<file path="src/hw/rtl/law_pkg.sv">
// Shared types and constants for the landmark association block.
`timescale 1ns / 1ps
package law_pkg;

  localparam logic [1:0] OP_LOAD = 2'd0;
  localparam logic [1:0] OP_POSE = 2'd1;
  localparam logic [1:0] OP_OBS  = 2'd2;

  localparam logic [1:0] REG_COUNT  = 2'd0;
  localparam logic [1:0] REG_XSCALE = 2'd1;
  localparam logic [1:0] REG_YSCALE = 2'd2;

  // Controller to datapath commands
  typedef struct packed {
    logic load_lm;    // write table entry
    logic set_pose;   // latch pose, clear cost
    logic start_obs;  // latch observation
    logic mul_x;      // product step for map x
    logic mul_y;      // product step for map y
    logic fin_map;    // add pose and saturate
    logic scan_rd;    // issue table read
    logic scan_cmp;   // compare returned distance
    logic cost_a;     // squared distances
    logic cost_b;     // scaled products
    logic out_load;   // load output register
  } law_cmd_t;

  // Datapath to controller status
  typedef struct packed {
    logic scan_last;
  } law_sts_t;

  // Quarter-wave sine, Q1.14, 33 entries
  function automatic logic [14:0] quarter_sine(input logic [5:0] k);
    logic [14:0] v;
    case (k)
      6'd0: v = 15'd0;      6'd1: v = 15'd804;    6'd2: v = 15'd1606;
      6'd3: v = 15'd2404;   6'd4: v = 15'd3196;   6'd5: v = 15'd3981;
      6'd6: v = 15'd4756;   6'd7: v = 15'd5520;   6'd8: v = 15'd6270;
      6'd9: v = 15'd7005;   6'd10: v = 15'd7723;  6'd11: v = 15'd8423;
      6'd12: v = 15'd9102;  6'd13: v = 15'd9760;  6'd14: v = 15'd10394;
      6'd15: v = 15'd11003; 6'd16: v = 15'd11585; 6'd17: v = 15'd12140;
      6'd18: v = 15'd12665; 6'd19: v = 15'd13160; 6'd20: v = 15'd13623;
      6'd21: v = 15'd14053; 6'd22: v = 15'd14449; 6'd23: v = 15'd14811;
      6'd24: v = 15'd15137; 6'd25: v = 15'd15426; 6'd26: v = 15'd15679;
      6'd27: v = 15'd15893; 6'd28: v = 15'd16069; 6'd29: v = 15'd16207;
      6'd30: v = 15'd16305; 6'd31: v = 15'd16364; 6'd32: v = 15'd16384;
      default: v = 15'd0;
    endcase
    return v;
  endfunction

  // Signed Q1.14 sine of a 128-step angle
  function automatic logic signed [15:0] sine_q14(input logic [6:0] step);
    logic [14:0] mag;
    logic [5:0]  off;
    off = {1'b0, step[4:0]};
    mag = step[5] ? quarter_sine(6'd32 - off) : quarter_sine(off);
    return step[6] ? -$signed({1'b0, mag}) : $signed({1'b0, mag});
  endfunction

endpackage

</file>
<file path="src/hw/rtl/law_ctrl.sv">
// Sequencer for landmark loads, pose updates and observation scans.
`timescale 1ns / 1ps
module law_ctrl (
  input  logic              clk_i,
  input  logic              rst_ni,
  input  logic              in_valid,
  input  logic [1:0]        opcode_i,
  output logic              in_ready,
  input  logic              out_valid,
  input  logic              out_ready,
  input  law_pkg::law_sts_t sts_i,
  output law_pkg::law_cmd_t cmd_o
);

  localparam logic [3:0] S_IDLE = 4'd0;
  localparam logic [3:0] S_MX   = 4'd1;
  localparam logic [3:0] S_MY   = 4'd2;
  localparam logic [3:0] S_MAP  = 4'd3;
  localparam logic [3:0] S_SCAN = 4'd4;
  localparam logic [3:0] S_DRN1 = 4'd5;
  localparam logic [3:0] S_DRN2 = 4'd6;
  localparam logic [3:0] S_CA   = 4'd7;
  localparam logic [3:0] S_CB   = 4'd8;
  localparam logic [3:0] S_OUT  = 4'd9;

  logic [3:0] state_q, state_d;
  logic       acc;

  // Output register must be free before a new request starts
  assign in_ready = (state_q == S_IDLE) && (!out_valid || out_ready);
  assign acc      = in_valid && in_ready;

  always_comb begin
    state_d = state_q;
    cmd_o   = '0;
    case (state_q)
      S_IDLE: begin
        if (acc) begin
          case (opcode_i)
            law_pkg::OP_LOAD: cmd_o.load_lm = 1'b1;
            law_pkg::OP_POSE: cmd_o.set_pose = 1'b1;
            law_pkg::OP_OBS: begin
              cmd_o.start_obs = 1'b1;
              state_d = S_MX;
            end
            default: ;
          endcase
        end
      end
      S_MX: begin
        cmd_o.mul_x = 1'b1;
        state_d = S_MY;
      end
      S_MY: begin
        cmd_o.mul_y = 1'b1;
        state_d = S_MAP;
      end
      S_MAP: begin
        cmd_o.fin_map = 1'b1;
        state_d = S_SCAN;
      end
      S_SCAN: begin
        cmd_o.scan_rd = 1'b1;
        if (sts_i.scan_last) state_d = S_DRN1;
      end
      S_DRN1: begin
        cmd_o.scan_cmp = 1'b1;
        state_d = S_DRN2;
      end
      S_DRN2: begin
        cmd_o.scan_cmp = 1'b1;
        state_d = S_CA;
      end
      S_CA: begin
        cmd_o.cost_a = 1'b1;
        state_d = S_CB;
      end
      S_CB: begin
        cmd_o.cost_b = 1'b1;
        state_d = S_OUT;
      end
      S_OUT: begin
        cmd_o.out_load = 1'b1;
        state_d = S_IDLE;
      end
      default: state_d = S_IDLE;
    endcase
    // Compare stage runs in the cycle after each read
    if (state_q == S_SCAN) cmd_o.scan_cmp = 1'b1;
  end

  always_ff @(posedge clk_i or negedge rst_ni) begin
    if (!rst_ni) begin
      state_q <= S_IDLE;
    end else begin
      state_q <= state_d;
    end
  end

endmodule

</file>
<file path="config.mk">
export PLATFORM = sky130hd
export DESIGN_NAME = law_ctrl
export DESIGN_NICKNAME = d
export VERILOG_FILES = /design/src/hw/rtl/law_pkg.sv /design/src/hw/rtl/law_ctrl.sv
export SDC_FILE = /design/constraint.sdc
export NUM_CORES = 1
export LEC_CHECK = 0
export ABC_CLOCK_PERIOD_IN_PS = 1600
export BUFFER_PORTS_ARGS = -buffer_cell sky130_fd_sc_hd__buf_2
export CAP_MARGIN = 5
export CORE_AREA = 2 2 39 41
export DETAILED_ROUTE_END_ITERATION = 6
export DIE_AREA = 0 0 41 43
export PLACE_DENSITY_LB_ADDON = 0.15
export SYNTH_ARGS = -nofsm -noshare
export SYNTH_HDL_FRONTEND = slang
export SYNTH_SLANG_ARGS = --single-unit
</file>
<file path="constraint.sdc">
create_clock -name clk_i -period 1.6 [get_ports clk_i]
set_input_delay 0.32 -clock clk_i [delete_from_list [all_inputs] [get_ports clk_i]]
set_output_delay 0.32 -clock clk_i [all_outputs]
set_load 0.01 [all_outputs]
</file>
[Yosys cells after proc, flatten, opt, wreduce, memory -nomap -nowiden]
Cells that the tools add are included.
Storage, ports and cells
  flip-flop bits (word level): 4
  input port bits: 8
  output and inout bits: 12
  logic and storage cells: 41
Operators by class
  equality and inequality tests: 14
  mux-type cells: 18
  reductions and logical operators: 8
Operators with widths (number)
  $pmux 4 s9: 1
  $eq 4x3->1 const B: 4
  $mux 1: 12
  $mux 4: 3
  $eq 4x2->1 const B: 2
  $eq 4x4->1 const B: 2
  $mux 3: 2
  $eq 4x1->1 const B: 1
  $logic_not 4->1: 1
  $ne 2x2->1 const B: 2
  $reduce_and 3->1: 1
  $eq 2x1->1 const B: 1
  $eq 2x2->1 const B: 1
  $logic_and 1x1->1: 2
  $logic_not 2->1: 1
  $ne 2x1->1 const B: 1
  $reduce_or 2->1: 1
  $logic_not 1->1: 1
  $logic_or 1x1->1: 1

[Logic depth before layout (Yosys ltp)]
Gate-level depths: netlist of run 1.
  word-level depth: 6
  mapped depth: 4
  depth with buffers taken out: 3

[Least setup slack after synthesis of run 1]
Ideal clock, no wire load.
  path kind: register to output
  start: register state_q[3]
  end: output port cmd_o[10] (netlist name)
  arrival time: 1.056 ns
  required time: 1.280 ns
  slack: 0.224 ns
  cell stages (with the launch flop): 5
  buffers on the path: 1
  path through: dfrtp_1 -> buf_6 -> nor2_4 -> o211ai_2 -> nor4b_2
RTL lines
  from (decl): line law_ctrl.sv:26  | logic [3:0] state_q, state_d;
  from (signal assigned): line law_ctrl.sv:96  | state_q <= state_d;
  to (decl): line law_ctrl.sv:12  | output law_pkg::law_cmd_t cmd_o

==> flow_summary.ini, run 1 <==
[critical_path]
arrival_ns = 1.27
worstSetupStartpoint = state_q[1]$_DFFE_PN0P_
timing.rr.start = state_q[2]$_DFFE_PN0P_
worst_path_dominant_cell_family = flip-flops
path_class = flip-flop to output pin
cpPeakStageDelay_ns = 0.39
cp-end-kind = output pin
rrSetupSlack_ns = 0.45
worstPathCellList = buf_4 > nand2b_1 > nor3_2 > buf_2
critPathSlowestCell = dfrtp_1
path_max_fanout = 3
startpoint_type = flip-flop
critPathRequiredTime_ns = 1.28
cp.buffers_inverters = 2

[status]
status = complete, no violations

[detailed_routing]
drc = 0
wl_per_cell_microns = 10.4
first_iter_violations = 7
wl_microns = 844
drtAntennaViolNets = 0
dr.pass1.iters = 4
vias_per_cell = 4.44
routed-via-count = 360

[sta]
fin_ws_ns = 0.0118
rsz0062_at_grt = yes
whs_ns = 0.422
fin_crit_sh_pct = 99.3
hold_violations = 0
slew_viol_final = 0
slew_headroom_pct = 85.9
fin_tns_setup_ns = 0
fmax_ghz = 0.630
report.final.setup_viol = 0
tightestPinTransition_ns = 0.211
finClkSkew_ns = 0.00221
fin_crit_ns = 1.59

[die]
io_pins = 20
core_sq_mm = 0.00138
die_w_microns = 41
num_rows = 14
start_util_pct = 24.6
fp.dieH_microns = 43
dieArea_sq_mm = 0.00176

[global_route]
grt_pass1_vias = 309
grtUsageTotal_pct = 11.1
antenna_found_initial = 0
grt_pass1_wl_microns = 1270
grt_max_degree = 9
grt_overflow = 0

[synth]
yosysTopAreaCell = dfrtp_1
ys_types = 21
ys_warn_count = 0
ys_top_cells_by_count = nor3_1, dfrtp_1, nor2_1, a21oi_1, nand2b_1
yosysSeqAreaShare_pct = 29.4
synth_edf_count = 0
synthTopCellsByArea = dfrtp_1, nor3_1, buf_6, nor2_4, nand2b_1
syn_inst = 38
synth_top_area_share_pct = 29.4
synth_fp_nets = 46
ys_seq_elements = 4
async_reset_ff_share_pct = 100
synth_area_sq_um = 340
synth_ff_type = dfrtp_1
yosys.cell_count.top_type = nor3_1
avgSynthCellArea_sq_um = 8.96

[final_layout]
final_cell_count_no_fill = 81
layout_top_registers = state_q (4)
area.sequential_sq_um = 100
largest_reg_flops = 4
top_register = state_q
multiInputGateArea_sq_um = 253
nets = 75
fillers = 144
diodes = 0
layout-drive-gt1-share_pct = 66.2
final_util_pct = 41.3
synthToLayoutAreaGrowth_pct = 68.0

[clock_network]
path_clk_slew_ns = 0.04
cts_tree = yes
cts_root_buf = clkbuf_4
clk_path_buf_depth = 2
h-tree-depth = 1
numCtsBuffers = 3
worst_skew_pair.late_latency_ns = 0.23
cts_sinks = 4

[power]
pwr_density_cell_mw_per_mm2 = 1850
peakVddDrop_mv = 0.747
leakagePower_uw = 0.000285

[place]
dpl.hpwl_microns = 632
pre_cts_ws_ns = 0.211
port_buffers = 19
dp.cells = 74
gp_congestion = 0.655

[worst_hold_path]
hold_class = primary input to asynchronous set/reset pin

[run]
cap_viol_max_count = 0
placed cells by master (no fill, tap or decap), types with 2 or more instances in the layout:
| cell | Yosys | routed |
|---|---|---|
| buf_2 | 0 | 19 |
| nor3_2 | 1 | 5 |
| buf_4 | 1 | 4 |
| dfrtp_1 | 4 | 4 |
| nor2_1 | 4 | 3 |
| a21oi_1 | 3 | 3 |
| clkbuf_4 | 0 | 3 |
| buf_6 | 2 | 3 |
| nand2b_1 | 3 | 2 |
| nand2b_4 | 1 | 2 |
| inv_1 | 2 | 2 |
| nor2_4 | 2 | 2 |
routing by layer:
layer  track usage (%)  wire, microns  vias up
met5                 0              0        -
met4              6.00              0        0
met3              4.71             29        0
met2              13.8            435        6
met1              15.5            380      171
li1                  -              -      183
timing repair:
action                                  in CTS  in global routing
resized for setup                            3                  9
pin swaps                                    3                  1
endpoints found under the setup margin       4                  8
hold buffers                                 1                  0
buffers inserted                             2                  1
hold endpoints to repair                     4                  0
final cells by class:
cell class	count	area share, %
clock buffers	3	3.94
flip-flops and latches	4	17.5
well taps	16	3.50
inverters	2	1.31
multi-input cells	29	44.2
repair buffers	27	29.5
final timing paths:
path | to | cells past startpoint
max reg2reg | state_q[0]$_DFFE_PN0P_ | 4
min in group clk_i | state_q[0]$_DFFE_PN0P_ | 3
max in group asynchronous | state_q[1]$_DFFE_PN0P_ | 2
max | cmd_o[7] | 4
min | state_q[2]$_DFFE_PN0P_ | 2
min reg2reg | state_q[2]$_DFFE_PN0P_ | 1
kinds of logic (layout without fill, tap and decap cells):
kind of cell | after synthesis | in the layout | share of synthesized area [%]
simple gates | 21 | 21 | 42.3
compound gates | 7 | 7 | 14.7
buf+inv | 5 | 32 | 11.0
flops | 4 | 4 | 29.4
xor+xnor | 1 | 1 | 2.57
per-stage QoR:
stage	cell area [sq um]	total power [uW]
global placement	455	770
CTS	519	962
finish	572	1060
detailed placement	455	756
floorplan	340	609
global route	572	1140
power breakdown:
part           internal (uW)  switching [uW]
clock network           83.8            40.3
registers                149            55.1
logic                    360             370
total                    593             465
(Power assumes the default switching activity.)
==> run 2: changes to the inputs <==
- ABC_AREA: default -> 1
- ABC_CLOCK_PERIOD_IN_PS: 1600 -> 1800
- clock period: 1.6 -> 1.8 ns (I/O delays scaled with it)
==> flow_summary.ini, run 2 <==
[status]
status = complete, no violations

[detailed_routing]
wl_microns = 723
routed-via-count = 341
vias_per_cell = 3.92
dr.pass1.iters = 2
drc = 0
first_iter_violations = 1
drtAntennaViolNets = 0
wl_per_cell_microns = 8.31

[final_layout]
final_util_pct = 32.9
layout-drive-gt1-share_pct = 42.3
diodes = 0
final_common_cell = buf_2
final_area_sq_um = 455
layout_top_registers = state_q (4)
top_register = state_q
largest_reg_flops = 4
final_cell_mix = buf_2, nor2_1, inv_1
nets = 81
synthToLayoutAreaGrowth_pct = 49.2

[critical_path]
arrival_ns = 1.32
cp_common_cell = nand2_2
critPathSlowestCell = dfrtp_1
path_class = flip-flop to output pin
ff2ff_path_depth = 6
r2r_end = state_q[0]$_DFFE_PN0P_
critPathRequiredTime_ns = 1.44
cp-end-kind = output pin
rrSetupSlack_ns = 0.75
timing.rr.start = state_q[3]$_DFFE_PN0P_
startpoint_type = flip-flop
cpPeakStageDelay_ns = 0.39
worstPathCellList = inv_1 > nand2_2 > nor3_4 > nand2_2 > nor2_1 > buf_2
path_max_fanout = 4

[synth]
async_reset_ff_share_pct = 100
yosys.cell_count.top_type = nor2_1
ys_warn_count = 0
synth_ff_type = dfrtp_1
synth_edf_count = 0
synth_fp_nets = 56
ys_seq_elements = 4
yosysSeqAreaShare_pct = 32.8
ys_types = 13
synthTopCellsByArea = dfrtp_1, nor2_1, inv_1, nand2_1, nor3_4
synth_top_area_share_pct = 32.8
syn_inst = 48
synth_area_sq_um = 305
ys_top_cells_by_count = nor2_1, inv_1, nand2_1, dfrtp_1, nor3_1
avgSynthCellArea_sq_um = 6.36
yosysTopAreaCell = dfrtp_1

[sta]
fin_ws_ns = 0.121
hold_violations = 0
report.final.setup_viol = 0
fin_crit_sh_pct = 93.3
finClkSkew_ns = 0.00304
tightestPinTransition_ns = 0.252
fin_tns_setup_ns = 0
fmax_ghz = 0.595
fin_crit_ns = 1.68
slew_viol_final = 0
slew_headroom_pct = 83.2

[power]
peakVddDrop_mv = 0.703
pwr_density_cell_mw_per_mm2 = 1560
leakagePower_uw = 0.000290
total_power_uw = 709

[clock_network]
cts_tree = yes
worst_skew_pair.late_latency_ns = 0.23
cts_sinks = 4
clk_path_buf_depth = 2
numCtsBuffers = 3
postCtsSetupBuffers = 0
path_clk_slew_ns = 0.04
cts_root_buf = clkbuf_4
h-tree-depth = 1

[die]
core_sq_mm = 0.00138
io_pins = 20
dieArea_sq_mm = 0.00176
die_w_microns = 41
fp.dieH_microns = 43
start_util_pct = 22.1
num_rows = 14

[place]
dpl.hpwl_microns = 617
gp_congestion = 0.727
place_area_sq_um = 420
port_buffers = 19
pre_cts_ws_ns = 0.378

[global_route]
grt_overflow = 0
grt_pass1_wl_microns = 1340
grtUsageTotal_pct = 11.4
grt_max_degree = 6
antenna_found_initial = 0
grt_pass1_vias = 356

[run]
cap_viol_max_count = 0

[worst_hold_path]
hold_class = primary input to asynchronous set/reset pin
## run 2: cell types whose count changed after synthesis, moves of 3 or more
cell,before,now
nor2_1,4,11
a21oi_1,3,0
nand2b_1,3,0
inv_1,2,10
nand2_1,1,8
## run 2: area by class of cell
type                            instances  area [sq um]
Clock buffer                            3          22.5
Fill cell                             159           928
Inverter                               12          45.0
Multi-Input combinational cell         32           163
Sequential cell                         4           100
Tap cell                               16          20.0
Timing Repair Buffer                   20           105
## run 2: repair_timing
item,CTS,global route
hold buffers,1,0
setup endpoints to repair,0,2
hold endpoints to repair,4,0
resized for setup,0,2
## run 2: critical path, delay by kind of cell, from the launching register on
family	cells	cell delay (ns)
and+or+nand+nor	4	0.46
DFF	1	0.39
buffers and inverters	2	0.23
## run 2: metrics by stage
stage / hold slack (ns) / std cells
final: 0.460 / 87
after global routing: 0.469 / 87
after CTS: 0.457 / 87
after detailed placement: 0.170 / 83
after global placement: 0.170 / 83
after floorplan: 0.0644 / 48
## run 2: kinds of logic after synthesis
group	share of synthesized area (%)
buf+inv	14.8
simple gates	46.7
compound gates	5.74
flops	32.8
## run 2: per-layer routing
| metal | vias to the layer above | global-route usage (%) | routed length (microns) |
|---|---|---|---|
| met4 | 0 | 8.00 | 0 |
| li1 | 189 | - | - |
| met1 | 141 | 16.0 | 352 |
| met3 | 0 | 3.14 | 32 |
| met5 | - | 0 | 0 |
| met2 | 11 | 14.4 | 338 |
## run 2: worst max path at each step
stage | start | to | slack, ns | cells past startpoint
2_1_floorplan | state_q[3]$_DFFE_PN0P_ | cmd_o[10] | 0.41 | 5
3_3_place_gp | state_q[0]$_DFFE_PN0P_ | cmd_o[10] | 0.36 | 6
3_5_place_dp | state_q[0]$_DFFE_PN0P_ | cmd_o[10] | 0.38 | 6
4_1_cts | state_q[0]$_DFFE_PN0P_ | cmd_o[10] | 0.13 | 6
5_1_grt | state_q[0]$_DFFE_PN0P_ | cmd_o[8] | -0.003 | 6
6_report | state_q[0]$_DFFE_PN0P_ | cmd_o[8] | 0.12 | 6
## run 2: power by group
part	total [uW]	internal (uW)	switching (uW)	leakage, uW
clock	108	74.4	33.6	0.0000138
sequential	171	136	34.7	0.0000495
combinational	430	162	269	0.000226
==> run 3: changes to the inputs <==
- ABC_CLOCK_PERIOD_IN_PS: 1800 -> 1400
- clock period: 1.8 -> 1.4 ns (I/O delays scaled with it)
==> flow_summary.ini, run 3 (synthesized netlist as in run 2, its figures left out) <==
[final_layout]
fillers = 160
final_cell_count_no_fill = 97
top_register = state_q
layout_top_registers = state_q (4)
final_cell_mix = buf_2, buf_4, nor2_1, inv_1, nand2_1
synthToLayoutAreaGrowth_pct = 94.3
final_common_cell = buf_2
final_util_pct = 42.9
nets = 91
diodes = 0
largest_reg_flops = 4
layout-drive-gt1-share_pct = 60.5

[sta]
fin_tns_setup_ns = -0.706
hold_violations = 0
fin_crit_ns = 1.55
slew_viol_final = 0
tightestPinTransition_ns = 0.252
rsz0062_at_grt = yes
slew_headroom_pct = 83.2
fin_ws_ns = -0.153
fmax_ghz = 0.644
report.final.setup_viol = 9
whs_ns = 0.379
finClkSkew_ns = 0.00281
fin_crit_sh_pct = 111

[critical_path]
cpPeakStageDelay_ns = 0.40
critPathRequiredTime_ns = 1.12
timing.rr.start = state_q[2]$_DFFE_PN0P_
ff2ff_path_depth = 7
worstSetupStartpoint = state_q[2]$_DFFE_PN0P_
r2r_end = state_q[0]$_DFFE_PN0P_
startpoint_type = flip-flop
cp-end-kind = output pin
path_class = flip-flop to output pin
path_max_fanout = 3
rrSetupSlack_ns = 0.27
endpoint = cmd_o[10]
arrival_ns = 1.27
critPathSlowestCell = dfrtp_1
worstPathCellList = inv_2 > nand2_4 > nor3_4 > nand2_2 > nor2_1 > buf_2

[clock_network]
clk_path_buf_depth = 2
numCtsBuffers = 3
cts_tree = yes
cts_root_buf = clkbuf_4
cts_sinks = 4
worst_skew_pair.late_latency_ns = 0.23
path_clk_slew_ns = 0.04
h-tree-depth = 1

[place]
dpl.hpwl_microns = 615
port_buffers = 19
dp.cells = 84
gp_congestion = 0.674

[detailed_routing]
routed-via-count = 395
first_iter_violations = 3
wl_per_cell_microns = 9.02
vias_per_cell = 4.07
wl_microns = 875
dr.pass1.iters = 3
drc = 0
drtAntennaViolNets = 0

[run]
cap_viol_max_count = 0

[die]
fp.dieH_microns = 43
start_util_pct = 22.1
num_rows = 14
die_w_microns = 41
core_sq_mm = 0.00138
dieArea_sq_mm = 0.00176
io_pins = 20

[power]
pwr_density_cell_mw_per_mm2 = 2240
p_clk_share_pct = 10.6
p_int_uw = 722
p_comb_share_pct = 73.0
pwr-share-seq_pct = 16.4
p_sw_uw = 610
total_power_uw = 1330
peakVddDrop_mv = 0.798
switching_share_pct = 45.8
leakagePower_uw = 0.000348

[global_route]
grt_max_degree = 5
grt_overflow = 0
grtUsageTotal_pct = 12.4
grt_pass1_wl_microns = 1500
grt_pass1_vias = 386
antenna_found_initial = 0

[status]
status = finished with violations
violations = setup timing

[worst_hold_path]
hold_class = primary input to asynchronous set/reset pin
## run 3: changes by cell type in the layout (fill, tap and decap cells not counted), sizes merged
cell / before / now
buf: 19 / 29
## run 3: power by group through the flow
stage          sequential, uW  clock [uW]  combinational [uW]
6_report                  218         141                 972
3_5_place_dp              223           0                 585
3_3_place_gp              221           0                 590
4_1_cts                   219         149                 829
2_1_floorplan             212           0                 399
5_1_grt                   223         151                1070
## run 3: critical path, delay by kind of cell (launching register included)
family	cells	cell delay, ns
buffers and inverters	2	0.22
AND/OR/NAND/NOR	4	0.42
flip-flops	1	0.40
## run 3: final cells by class
| cell class | count | area (sq um) | area share [%] |
|---|---|---|---|
| Clock buffer | 3 | 22.5 | 3.80 |
| Inverter | 12 | 47.5 | 8.02 |
| Multi-Input combinational cell | 32 | 213 | 35.9 |
| Sequential cell | 4 | 100 | 16.9 |
| Tap cell | 16 | 20.0 | 3.38 |
| Timing Repair Buffer | 30 | 190 | 32.1 |
## run 3: routing by layer
metal / global-route usage [%] / wire [microns] / vias up
li1: - / - / 210
met1: 15.6 / 380 / 174
met2: 18.4 / 449 / 11
met3: 5.24 / 45 / 0
met4: 4.00 / 0 / 0
met5: 0 / 0 / -
## run 3: what timing repair did
item / CTS / global route
gates resized for setup: 10 / 9
setup endpoints to repair: 10 / 12
pin swaps: 3 / 2
endpoints found under the hold margin: 4 / 0
hold buffers: 1 / 0
buffers inserted: 7 / 3
cloned: 0 / 0
## run 3: per-stage QoR
stage / setup slack (ns) / area [sq um]
finish: -0.153 / 593
global route: -0.252 / 593
CTS: -0.144 / 544
detailed placement: 0.0506 / 428
global placement: 0.0506 / 428
floorplan: 0.0873 / 305
## run 3: worst min path at each step
stage	from	to	slack (ns)	cells after the start
CTS	rst_ni	state_q[1]$_DFFE_PN0P_	0.37	2
floorplan	rst_ni	state_q[0]$_DFFE_PN0P_	-0.02	0
finish	rst_ni	state_q[0]$_DFFE_PN0P_	0.38	2
global route	rst_ni	state_q[0]$_DFFE_PN0P_	0.41	2
global placement	rst_ni	state_q[0]$_DFFE_PN0P_	0.09	1
detailed placement	rst_ni	state_q[1]$_DFFE_PN0P_	0.09	1
